File: config.mk
export PLATFORM = sky130hd
export DESIGN_NAME = igmp_header_parser
export DESIGN_NICKNAME = d
export VERILOG_FILES = /design/src/rtl/ihp_pkg.sv /design/src/rtl/ihp_step.sv /design/src/rtl/igmp_header_parser.sv
export SDC_FILE = /design/constraint.sdc
export NUM_CORES = 1
export LEC_CHECK = 0
export BUFFER_PORTS_ARGS = -buffer_cell sky130_fd_sc_hd__buf_2
export CAP_MARGIN = 15
export CORE_MARGIN = 2
export CORE_UTILIZATION = 30
export DETAILED_ROUTE_END_ITERATION = 12
export GPL_TIMING_DRIVEN = 1
export MAX_ROUTING_LAYER = met4
export PLACE_DENSITY_LB_ADDON = 0.05
export SLEW_MARGIN = 20
export SYNTH_ARGS = -nofsm -noshare
export SYNTH_HDL_FRONTEND = slang
export SYNTH_SLANG_ARGS = --single-unit
File: constraint.sdc
create_clock -name aclk -period 15.78 [get_ports aclk]
set_input_delay 3.156 -clock aclk [delete_from_list [all_inputs] [get_ports aclk]]
set_output_delay 3.156 -clock aclk [all_outputs]
set_load 0.1 [all_outputs]
File: src/rtl/ihp_pkg.sv
`timescale 1ns / 1ps

package ihp_pkg;

    // IGMP message types
    localparam logic [7:0] T_QUERY     = 8'h11;
    localparam logic [7:0] T_REPORT_V1 = 8'h12;
    localparam logic [7:0] T_REPORT_V2 = 8'h16;
    localparam logic [7:0] T_LEAVE_V2  = 8'h17;
    localparam logic [7:0] T_REPORT_V3 = 8'h22;

    localparam logic [31:0] RGMP_ADDR_RESET = 32'hE000_0019;

    // (65535 - 24 - 12) / 4
    localparam int unsigned MAX_QUERY_SOURCES = (65535 - 24 - 12) / 4;

    localparam logic [15:0] BASE_HDR     = 16'd8;
    localparam logic [15:0] QUERY_V3_HDR = 16'd12;

    localparam logic [7:0] VER_1       = 8'd1;
    localparam logic [7:0] VER_2       = 8'd2;
    localparam logic [7:0] VER_3       = 8'd3;
    localparam logic [7:0] VER_UNKNOWN = 8'd255;

    typedef enum logic [1:0] {
        ST_OK           = 2'd0,
        ST_TOO_SMALL    = 2'd1,
        ST_V3_TOO_SMALL = 2'd2,
        ST_MALFORMED    = 2'd3
    } status_t;

    // Per-message parse context
    typedef struct packed {
        logic        msg_active;
        logic        parse_done;
        logic [15:0] byte_offset;
        logic [7:0]  message_type;
        logic [7:0]  resp_time;
        logic [15:0] count_field;
        logic [15:0] records_left;
        logic [16:0] next_record_offset;
        logic [7:0]  record_aux_words;
        logic [15:0] record_sources;
        logic [16:0] running_header_length;
        status_t     error_code;
        logic [7:0]  result_version;
        logic [15:0] pkt_len;
        logic        pkt_rgmp;
    } ihp_state_t;

    typedef struct packed {
        status_t     status;
        logic [7:0]  igmp_version;
        logic [15:0] header_length;
        logic [15:0] payload_length;
        logic        is_rgmp;
    } ihp_result_t;

endpackage

File: src/rtl/ihp_step.sv
`timescale 1ns / 1ps

// Next-state and result logic for one message byte.
module ihp_step import ihp_pkg::*; (
    input  ihp_state_t  cur_state,
    input  logic [7:0]  data_byte,
    input  logic        first_byte,
    input  logic        last_byte,
    input  logic [15:0] packet_length,
    input  logic        is_ipv4,
    input  logic [31:0] dest_address,
    input  logic [7:0]  ip_ttl,
    input  logic [31:0] rgmp_addr,
    output ihp_state_t  nxt_state,
    output logic        res_valid,
    output ihp_result_t res
);

    always_comb begin
        ihp_state_t  s;
        logic [15:0] o;
        logic [15:0] cnt;
        logic [17:0] hl;
        logic [17:0] len18;
        logic [17:0] nro18;
        logic [17:0] base1;
        logic [17:0] base2;
        logic [18:0] base3;
        logic [17:0] aux4;
        logic [17:0] src4;
        logic        boundary;

        s         = cur_state;
        res_valid = 1'b0;
        res       = '0;
        cnt       = '0;
        hl        = '0;
        base1     = '0;
        base2     = '0;
        base3     = '0;
        aux4      = '0;
        src4      = '0;
        boundary  = 1'b0;

        // Start of message: drop any open message and sample the context.
        if (first_byte) begin
            s            = '0;
            s.msg_active = 1'b1;
            s.pkt_len    = packet_length;
            s.pkt_rgmp   = is_ipv4 && (packet_length == BASE_HDR) &&
                           (dest_address == rgmp_addr) && (ip_ttl == 8'd1);
            if (packet_length < BASE_HDR)
                s.error_code = ST_TOO_SMALL;
        end

        o     = s.byte_offset;
        len18 = {2'b00, s.pkt_len};
        nro18 = {1'b0, s.next_record_offset};

        if (s.msg_active) begin
            if (s.error_code == ST_OK && !s.parse_done && o < s.pkt_len) begin
                if (o == 16'd0) begin
                    s.message_type = data_byte;
                    if (data_byte != T_QUERY && data_byte != T_REPORT_V3) begin
                        if (data_byte == T_REPORT_V1)
                            s.result_version = VER_1;
                        else if (data_byte == T_REPORT_V2 || data_byte == T_LEAVE_V2)
                            s.result_version = VER_2;
                        else
                            s.result_version = VER_UNKNOWN;
                        s.running_header_length = {1'b0, BASE_HDR};
                        s.parse_done            = 1'b1;
                    end
                end else begin
                    if (o == 16'd1)
                        s.resp_time = data_byte;
                    if (s.message_type == T_QUERY) begin
                        if (s.pkt_len < QUERY_V3_HDR) begin
                            if (o == 16'd1) begin
                                s.result_version = (data_byte == 8'd0) ? VER_1 : VER_2;
                                s.running_header_length = {1'b0, BASE_HDR};
                                s.parse_done            = 1'b1;
                            end
                        end else if (o == 16'd10) begin
                            s.count_field = {data_byte, 8'h00};
                        end else if (o == 16'd11) begin
                            cnt           = {s.count_field[15:8], data_byte};
                            s.count_field = cnt;
                            hl            = {2'b00, QUERY_V3_HDR} + {cnt, 2'b00};
                            if (32'(cnt) > MAX_QUERY_SOURCES)
                                s.error_code = ST_MALFORMED;
                            else if (len18 < hl)
                                s.error_code = ST_V3_TOO_SMALL;
                            else if (hl >= 18'd65535)
                                s.error_code = ST_MALFORMED;
                            else begin
                                s.result_version        = VER_3;
                                s.running_header_length = hl[16:0];
                                s.parse_done            = 1'b1;
                            end
                        end
                    end else begin
                        // v3 report: record count, then group records
                        if (o == 16'd6) begin
                            s.count_field = {data_byte, 8'h00};
                        end else if (o == 16'd7) begin
                            cnt                     = {s.count_field[15:8], data_byte};
                            s.count_field           = cnt;
                            s.records_left          = cnt;
                            s.next_record_offset    = {1'b0, BASE_HDR};
                            s.running_header_length = {1'b0, BASE_HDR};
                            boundary                = 1'b1;
                        end else if (o >= 16'd8 && {2'b00, o} >= nro18) begin
                            if ({2'b00, o} == nro18 + 18'd1) begin
                                s.record_aux_words = data_byte;
                            end else if ({2'b00, o} == nro18 + 18'd2) begin
                                s.record_sources = {data_byte, 8'h00};
                            end else if ({2'b00, o} == nro18 + 18'd3) begin
                                s.record_sources = {s.record_sources[15:8], data_byte};
                                aux4  = {8'h00, s.record_aux_words, 2'b00};
                                src4  = {s.record_sources, 2'b00};
                                base1 = nro18 + 18'd8;
                                base2 = base1 + aux4;
                                base3 = {1'b0, base2} + {1'b0, src4};
                                if (len18 >= base1 && (len18 - base1) < aux4)
                                    s.error_code = ST_MALFORMED;
                                else if (len18 >= base2 && (len18 - base2) < src4)
                                    s.error_code = ST_MALFORMED;
                                else begin
                                    s.running_header_length = base3[16:0];
                                    s.next_record_offset    = base3[16:0];
                                    s.records_left          = s.records_left - 16'd1;
                                    boundary                = 1'b1;
                                end
                            end
                        end
                    end
                end

                // End of a group record, or record count just known
                if (boundary) begin
                    if (s.records_left == 16'd0) begin
                        if (s.running_header_length >= 17'd65535)
                            s.error_code = ST_MALFORMED;
                        else begin
                            s.result_version = VER_3;
                            s.parse_done     = 1'b1;
                        end
                    end else if (s.pkt_len >= s.next_record_offset[15:0] &&
                                 s.next_record_offset[16] == 1'b0 &&
                                 (s.pkt_len - s.next_record_offset[15:0]) < BASE_HDR) begin
                        s.error_code = ST_V3_TOO_SMALL;
                    end
                end
            end

            if (s.byte_offset != 16'hFFFF)
                s.byte_offset = s.byte_offset + 16'd1;

            if (last_byte) begin
                s.msg_active = 1'b0;
                if (s.error_code == ST_OK && !s.parse_done)
                    s.error_code = ST_TOO_SMALL;
                res_valid  = 1'b1;
                res.status = s.error_code;
                if (s.error_code == ST_OK) begin
                    res.igmp_version   = s.result_version;
                    res.header_length  = s.running_header_length[15:0];
                    res.payload_length = s.pkt_len - s.running_header_length[15:0];
                    res.is_rgmp        = s.pkt_rgmp;
                end
            end
        end

        nxt_state = s;
    end

endmodule

File: src/rtl/igmp_header_parser.sv
`timescale 1ns / 1ps
// A message's result reaches m_* when its last byte moves on from the input register.
// The byte waits in the input register while the parse logic forms the next
// value of the result register.
// Throughput: one byte per cycle while m_ready stays high. A result left waiting on m_*
// holds every beat behind it: the input register takes one more beat, then s_ready drops.
// Reset (aresetn low, synchronous): no message open, both registers empty,
// rgmp_group_address back to 224.0.0.25.
module igmp_header_parser import ihp_pkg::*; (
    input  logic        aclk,
    input  logic        aresetn,

    // Configuration: RGMP destination address
    input  logic        cfg_valid,
    output logic        cfg_ready,
    input  logic [31:0] cfg_rgmp_group_address,

    // Message bytes
    input  logic        s_valid,
    output logic        s_ready,
    input  logic [7:0]  s_data_byte,
    input  logic        s_first_byte,
    input  logic        s_last_byte,
    input  logic [15:0] s_packet_length,
    input  logic        s_is_ipv4,
    input  logic [31:0] s_dest_address,
    input  logic [7:0]  s_ip_ttl,

    // Parse results
    output logic        m_valid,
    input  logic        m_ready,
    output logic [1:0]  m_status,
    output logic [7:0]  m_igmp_version,
    output logic [15:0] m_header_length,
    output logic [15:0] m_payload_length,
    output logic        m_is_rgmp
);

    logic [31:0] rgmp_addr_reg;

    // Input register
    logic        in_valid_reg;
    logic [7:0]  in_data_reg;
    logic        in_first_reg;
    logic        in_last_reg;
    logic [15:0] in_len_reg;
    logic        in_ipv4_reg;
    logic [31:0] in_dest_reg;
    logic [7:0]  in_ttl_reg;

    // Parse context and result register
    ihp_state_t  state_reg;
    ihp_state_t  state_next;
    logic        res_valid;
    ihp_result_t res_next;
    logic        m_valid_reg;
    ihp_result_t res_reg;

    logic        advance;

    // Always taken; the user must write it only while the block is idle (not enforced).
    assign cfg_ready = 1'b1;

    always_ff @(posedge aclk) begin
        if (!aresetn) begin
            rgmp_addr_reg <= RGMP_ADDR_RESET;
        end else if (cfg_valid) begin
            rgmp_addr_reg <= cfg_rgmp_group_address;
        end
    end

    // Advance the held beat whenever the result register is free or being drained.
    // Every beat waits on this, also the beats that close no message.
    assign advance = in_valid_reg && (!m_valid_reg || m_ready);
    assign s_ready = !in_valid_reg || advance;

    always_ff @(posedge aclk) begin
        if (!aresetn) begin
            in_valid_reg <= 1'b0;
        end else if (s_ready) begin
            in_valid_reg <= s_valid;
        end
    end

    // Capture payload on every accepted beat; no reset needed.
    always_ff @(posedge aclk) begin
        if (s_valid && s_ready) begin
            in_data_reg  <= s_data_byte;
            in_first_reg <= s_first_byte;
            in_last_reg  <= s_last_byte;
            in_len_reg   <= s_packet_length;
            in_ipv4_reg  <= s_is_ipv4;
            in_dest_reg  <= s_dest_address;
            in_ttl_reg   <= s_ip_ttl;
        end
    end

    ihp_step u_step (
        .cur_state     (state_reg),
        .data_byte     (in_data_reg),
        .first_byte    (in_first_reg),
        .last_byte     (in_last_reg),
        .packet_length (in_len_reg),
        .is_ipv4       (in_ipv4_reg),
        .dest_address  (in_dest_reg),
        .ip_ttl        (in_ttl_reg),
        .rgmp_addr     (rgmp_addr_reg),
        .nxt_state     (state_next),
        .res_valid     (res_valid),
        .res           (res_next)
    );

    // Commit parse context on each advanced beat; load the result register when it closes a message.
    always_ff @(posedge aclk) begin
        if (!aresetn) begin
            state_reg   <= '0;
            m_valid_reg <= 1'b0;
        end else begin
            if (m_valid_reg && m_ready)
                m_valid_reg <= 1'b0;
            if (advance) begin
                state_reg <= state_next;
                if (res_valid)
                    m_valid_reg <= 1'b1;
            end
        end
    end

    always_ff @(posedge aclk) begin
        if (advance && res_valid)
            res_reg <= res_next;
    end

    assign m_valid          = m_valid_reg;
    assign m_status         = res_reg.status;
    assign m_igmp_version   = res_reg.igmp_version;
    assign m_header_length  = res_reg.header_length;
    assign m_payload_length = res_reg.payload_length;
    assign m_is_rgmp        = res_reg.is_rgmp;

`ifndef ASSERT_OFF
    // A finished parse never carries an error as well.
    a_done_no_error: assert property (@(posedge aclk) disable iff (!aresetn)
        !(state_reg.parse_done && state_reg.error_code != ST_OK))
        else $error("parse finished with an error code set");

    // Any error result zeroes the remaining result fields.
    a_error_fields_zero: assert property (@(posedge aclk) disable iff (!aresetn)
        (m_valid && m_status != ST_OK) |->
            (m_igmp_version == 8'd0 && m_header_length == 16'd0 &&
             m_payload_length == 16'd0 && !m_is_rgmp))
        else $error("error result with nonzero fields");

    // The last beat of an open message always lands in the result register.
    a_last_gives_result: assert property (@(posedge aclk) disable iff (!aresetn)
        (advance && in_last_reg && (in_first_reg || state_reg.msg_active)) |=> m_valid)
        else $error("last byte of a message produced no result");
`endif

endmodule

== Word-level counts from Yosys, hierarchy flattened ==
Index checks and enable logic that the tools add are counted.

* Bits in registers: 295
* Input bits: 104

* Reduce and logical (&&, ||, !) cells: 31
* Equality and inequality tests: 18
* Add/sub/neg operators: 13
* Multiplexer cells: 124
* Bitwise operators: 1
* Order comparisons: 15

{| class="wikitable"
|+ Operators with widths
! operator !! count
|-
| 2-to-1 mux 76 bit || 8
|-
| 2-to-1 mux 35 bit || 10
|-
| 2-to-1 mux 81 bit || 3
|-
| 2-to-1 mux 116 bit || 2
|-
| 2-to-1 mux 17 bit || 12
|-
| 2-to-1 mux 33 bit || 6
|-
| 2-to-1 mux 151 bit || 1
|-
| 2-to-1 mux 8 bit || 17
|-
| 2-to-1 mux 134 bit || 1
|-
| 2-to-1 mux 16 bit || 6
|-
| 2-to-1 mux 27 bit || 3
|-
| 2-to-1 mux 57 bit || 1
|-
| == test 16 x 18 -> 1 bit || 3
|-
| == test 16 x 4 -> 1 bit, second input constant || 3
|-
| < comparator 16 x 4 -> 1 bit, second input constant || 3
|-
| 2-to-1 mux 19 bit || 2
|-
| adder 17 x 2 -> 18 bit, second input constant || 2
|-
| >= comparator 16 x 18 -> 1 bit || 2
|-
| subtractor 16 x 18 -> 18 bit || 2
|-
| 2-to-1 mux 1 bit || 34
|-
| == test 16 x 3 -> 1 bit, second input constant || 2
|-
| == test 32 bit || 1
|-
| == test 8 x 5 -> 1 bit, second input constant || 4
|-
| logical NOT 16 bit || 2
|-
| 34 further kinds || 72
|}

== Logic depth before layout (Yosys ltp) ==
* Depth in word-level cells: 52
* Mapped depth: 64
* Mapped depth without buffers: 53

== By module ==
A second synthesis with hierarchy kept.

* Cells, all modules: 2983
* Area, all modules: 24135.6 um2

{| class="wikitable"
|+ Modules (own cells, without submodules)
! module !! area an instance (um2) !! cells each !! seq. area each (um2) !! times used
|-
| ihp_step || 13569.3 || 2101 || 0.0 || 1
|-
| igmp_header_parser || 10566.4 || 882 || 7006.7 || 1
|}

== Worst setup path before layout ==
Ideal clock, no wire load.

* Path kind: flip-flop to flip-flop
* Start point: register in_first_reg
* End point: register res_reg (netlist bit m_status[0]) (data pin)
* Buffers on the path: 11
* Slack: 4.040 ns
* Setup time: 0.272 ns
* Clock period less this slack: 11.740 ns
* Cell stages (with the launch flop): 59
* Arrival time: 11.468 ns
* Cell sequence: edfxtp_1 buf_6 buf_4 inv_2 buf_2 buf_1 clkbuf_1 buf_1 clkbuf_1 clkbuf_1 nand2_1 inv_1 ha_1 buf_2 nand3_1 nor3_1 xnor2_1 ha_1 [23 not listed] a21oi_1 nor2_1 clkbuf_1 o22ai_1 ha_1 a21boi_0 o211ai_1 a21boi_0 o21a_1 o31ai_1 a21oi_1 a21o_1 a2111oi_0 a31oi_1 a311oi_1 nor2_1 a22oi_1 o211ai_1

* Word-level cells in the longest chain between the ends: 44
* Elaborated cells between the ends (all ways): 140

{| class="wikitable"
|+ Ends and longest elaborated chain
! what !! line !! RTL
|-
| from (decl) || igmp_header_parser.sv:44 || <nowiki>logic in_first_reg;</nowiki>
|-
| from (signal assigned) || igmp_header_parser.sv:89 || <nowiki>in_first_reg <= s_first_byte;</nowiki>
|-
| 2-to-1 mux 151 bit (*) || ihp_step.sv:46 || <nowiki>if (first_byte) begin</nowiki>
|-
| adder 17 x 4 -> 18 bit || ihp_step.sv:122 || <nowiki>base1 = nro18 + 18'd8;</nowiki>
|-
| adder 18 x 10 -> 18 bit || ihp_step.sv:123 || <nowiki>base2 = base1 + aux4;</nowiki>
|-
| subtractor 16 x 18 -> 18 bit || ihp_step.sv:127 || <nowiki>else if (len18 >= base2 && (len18 - base2) < src4)</nowiki>
|-
| < comparator 18 bit || ihp_step.sv:127 ||
|-
| logical AND 1 bit || ihp_step.sv:127 ||
|-
| 2-to-1 mux 17 bit || ihp_step.sv:127 ||
|-
| 2-to-1 mux 17 bit || ihp_step.sv:125 || <nowiki>if (len18 >= base1 && (len18 - base1) < aux4)</nowiki>
|-
| [28 not listed] || - ||
|-
| 2-to-1 mux 10 bit / 2-to-1 mux 1 bit (equally long branches) || ihp_step.sv:141 || <nowiki>if (boundary) begin</nowiki>
|-
| 2-to-1 mux 116 bit / 2-to-1 mux 1 bit (equally long branches) || ihp_step.sv:61 || <nowiki>if (s.error_code == ST_OK && !s.parse_done && o < s.pkt_len) begin</nowiki>
|-
| 2-to-1 mux 116 bit / 2-to-1 mux 1 bit (equally long branches) || ihp_step.sv:60 || <nowiki>if (s.msg_active) begin</nowiki>
|-
| logical NOT 2 bit / logical NOT 1 bit (equally long branches) || ihp_step.sv:162 || <nowiki>if (s.error_code == ST_OK && !s.parse_done)</nowiki>
|-
| logical AND 1 bit || ihp_step.sv:162 ||
|-
| 2-to-1 mux 2 bit || ihp_step.sv:162 ||
|-
| 2-to-1 mux 2 bit || ihp_step.sv:160 || <nowiki>if (last_byte) begin</nowiki>
|-
| 2-to-1 mux 2 bit || ihp_step.sv:60 ||
|-
| to (signal assigned) || igmp_header_parser.sv:131 || <nowiki>res_reg <= res_next;</nowiki>
|-
| to (decl) || igmp_header_parser.sv:57 || <nowiki>ihp_result_t res_reg;</nowiki>
|}

Every way passes the cells marked *; elsewhere a longest branch is shown, timed or not. The select of a mux whose other input is x is not followed.
A chain may end at the register's enable or synchronous reset.

== Final worst setup path ==
Ends and elaborated chain as after synthesis.

==> results.yml <==
place:
  dp.cells: 3465
  place_area_um2: 22400
  gp_congestion: 0.963
  port_buffers: 148
  dp_hpwl_um: 71900
  pre_cts_ws_ns: 3.28
yosys:
  yosysWarnings: 0
  synthArstFlopShare: 0
  syn_inst: 2507
  ys_seq_elements: 271
  synth_cell_types: 104
  synth-edff-count: 110
  yosysSeqAreaShare: 0.317
  netlist_area_um2: 20600
  synth_commonest_cells: "nor2_1 (353), nand2_1 (214), a21oi_1 (178), ha_1 (163), dfxtp_1 (161)"
  yosysMostFrequentCell: "nor2_1"
  synth_top_area_frac: 0.160
  synth_top_area_cell: "edfxtp_1"
  synth.area.top_cells: "edfxtp_1 (16%), dfxtp_1 (16%), ha_1 (9.9%)"
  synth_area_per_cell_um2: 8.22
  synth_fp_nets: 2777
  synth_flop_cell: "dfxtp_1"
clock_network:
  cts_setup_buffers: 0
  cts_buffers: 36
  htreeDepth: 2
  clkTransAtPathRegs_ns: 0.06
  cts_root_buffer: "clkbuf_16"
  ctsResizeCount: 0
  clock_path_buffers: 3
  cts.sinks: 271
  tritoncts: "yes"
  clkLatencyLatePin_ns: 0.58
  holdBufCountCts: 0
sta:
  maxSlewViolCount: 0
  tightest_slew_ns: 1.38
  max_slew_margin: 0.0694
  period_share: 0.808
  skew_ns: 0.0289
  rsz0062_at_grt: "false"
  hold_viol: 0
  whs_ns: 0.450
  max_freq_ghz: 0.0784
  worst_slack_ns: 3.03
  setup_viol: 0
  tns_ns: 0
  fin_crit_ns: 12.75
min_path:
  hp-start: "state_reg[17]"
  hold_path_class: "reg -> reg"
routing:
  ant_nets: 0
  vias: 20000
  via_per_inst: 5.65
  dr.pass1.iters: 5
  drc: 0
  routed_wl_um: 94300
  drtIter0Drc: 1562
  avgRoutedWirePerCell_um: 26.7
global_route:
  grt_pass1_vias: 19500
  grt_usage: 0.269
  antenna_found_initial: 5
  grt_pass1_wl_um: 136000
  grt_max_degree: 86
  overflow: 0
critical_path:
  cp_max_fo: 15
  cp.depth: 48
  rr_startpoint: "in_first_reg"
  timing.rr.end: "m_status[0]"
  path_delay_family: "compound AO/OA/AOI/OAI gates"
  r2r_cells: 48
  r2r_slack_ns: 3.03
  path_buf_inv: 3
  crit_end: "m_status[0]"
  worstPathArrival_ns: 13.04
  cp-startpoint: "in_first_reg"
  criticalPathCategory: "reg -> reg"
  slowest_delay_ns: 0.73
  endpoint_kind: "flip-flop"
  cpMaxStageDelayCell: "nor2_1"
  start_kind: "flip-flop"
  crit_required_ns: 16.06
  crit_top_cell: "ha_1"
floorplan:
  coreArea_um2: 68300
  die_x_um: 266
  initial_core_util: 0.301
  num_io_pins: 150
  dieArea_um2: 70800
  die_h_um: 266
  rows: 96
outcome:
  status: "finished, final reports clean"
run:
  drv_cap: 0
power_and_ir_drop:
  power_density_nw_per_um2: 84.6
  power.leakage_nw: 9.03
  max-vdd-ir-drop_uv: 74.9
layout:
  layout-drive-gt1-share: 0.126
  largest_reg_flops: 127
  fill_cells: 7179
  instances_no_fill: 3533
  final_area_um2: 23500
  fin_nets: 2891
  area_delta_synth_final_pct: 14.2
-- power by group --
part	total [mW]	switching [mW]	internal, mW
Clock	0.818	0.345	0.473
Combinational	0.400	0.266	0.134
Sequential	0.773	0.0147	0.758
-- layout make-up --
| type | instances | area, um2 | area share |
|---|---|---|---|
| Multi-Input combinational cell | 1998 | 13200 | 0.560 |
| Sequential cell | 271 | 6530 | 0.277 |
| Timing Repair Buffer | 205 | 1170 | 0.0497 |
| Tap cell | 882 | 1100 | 0.0469 |
| Clock buffer | 43 | 927 | 0.0394 |
| Inverter | 109 | 412 | 0.0175 |
| Clock inverter | 23 | 219 | 0.00930 |
| Antenna cell | 2 | 5.00 | 0.000213 |
-- per-layer routing --
metal | wire (um) | vias to the layer above | GRT usage
met5 | 0 | - | -
met4 | 3420 | 0 | 0.0876
met3 | 5000 | 138 | 0.0323
met2 | 43200 | 682 | 0.431
met1 | 42700 | 9800 | 0.354
li1 | - | 9351 | -
-- worst reg2reg max path, delay by kind of cell (launching register included) --
family	cells	cell delay, ns
AOI/OAI and AO/OA	25	5.71
xor gates and xnor gates	3	0.64
adders and majority gates	6	2.17
buffers and inverters	3	0.55
DFF	1	0.40
and+or+nand+nor	11	2.97
-- cells in the final DEF, fill, tap and decap left out, drive strengths merged, types with 45 or more instances in the layout --
cell type	instances
nor2b	55
ha	163
dfxtp	161
nand3	59
a21oi	179
a22oi	53
edfxtp	110
buf	205
nand2	218
o21ai	118
nand4	45
xnor2	129
mux2i	66
nor3	71
nor2	356
inv	112
-- kinds of logic (layout without fill, tap and decap cells) --
family          Yosys count  after routing  share of synthesized area
simple gates            965            965                      0.228
compound gates          629            629                      0.201
flops                   271            271                      0.317
buf+inv                 238            380                     0.0464
fa+ha+maj               169            169                      0.103
xor+xnor                167            167                     0.0720
mux                      67             67                     0.0326
other cells               1              3                   0.000182
-- stage by stage --
stage,power (mW),utilization
after floorplan,1.05,-
after global placement,1.18,0.328
after detailed placement,1.18,0.328
after CTS,2.02,0.344
after global routing,2.08,0.344
final,1.99,0.344
-- worst min-delay path by stage --
| stage | to | cells after the start |
|---|---|---|
| after floorplan | state_reg[17] | 2 |
| after global placement | state_reg[63] | 2 |
| after detailed placement | state_reg[17] | 2 |
| after CTS | state_reg[17] | 2 |
| after global routing | state_reg[17] | 2 |
| final | state_reg[17] | 2 |
(Power assumes the default switching activity.)
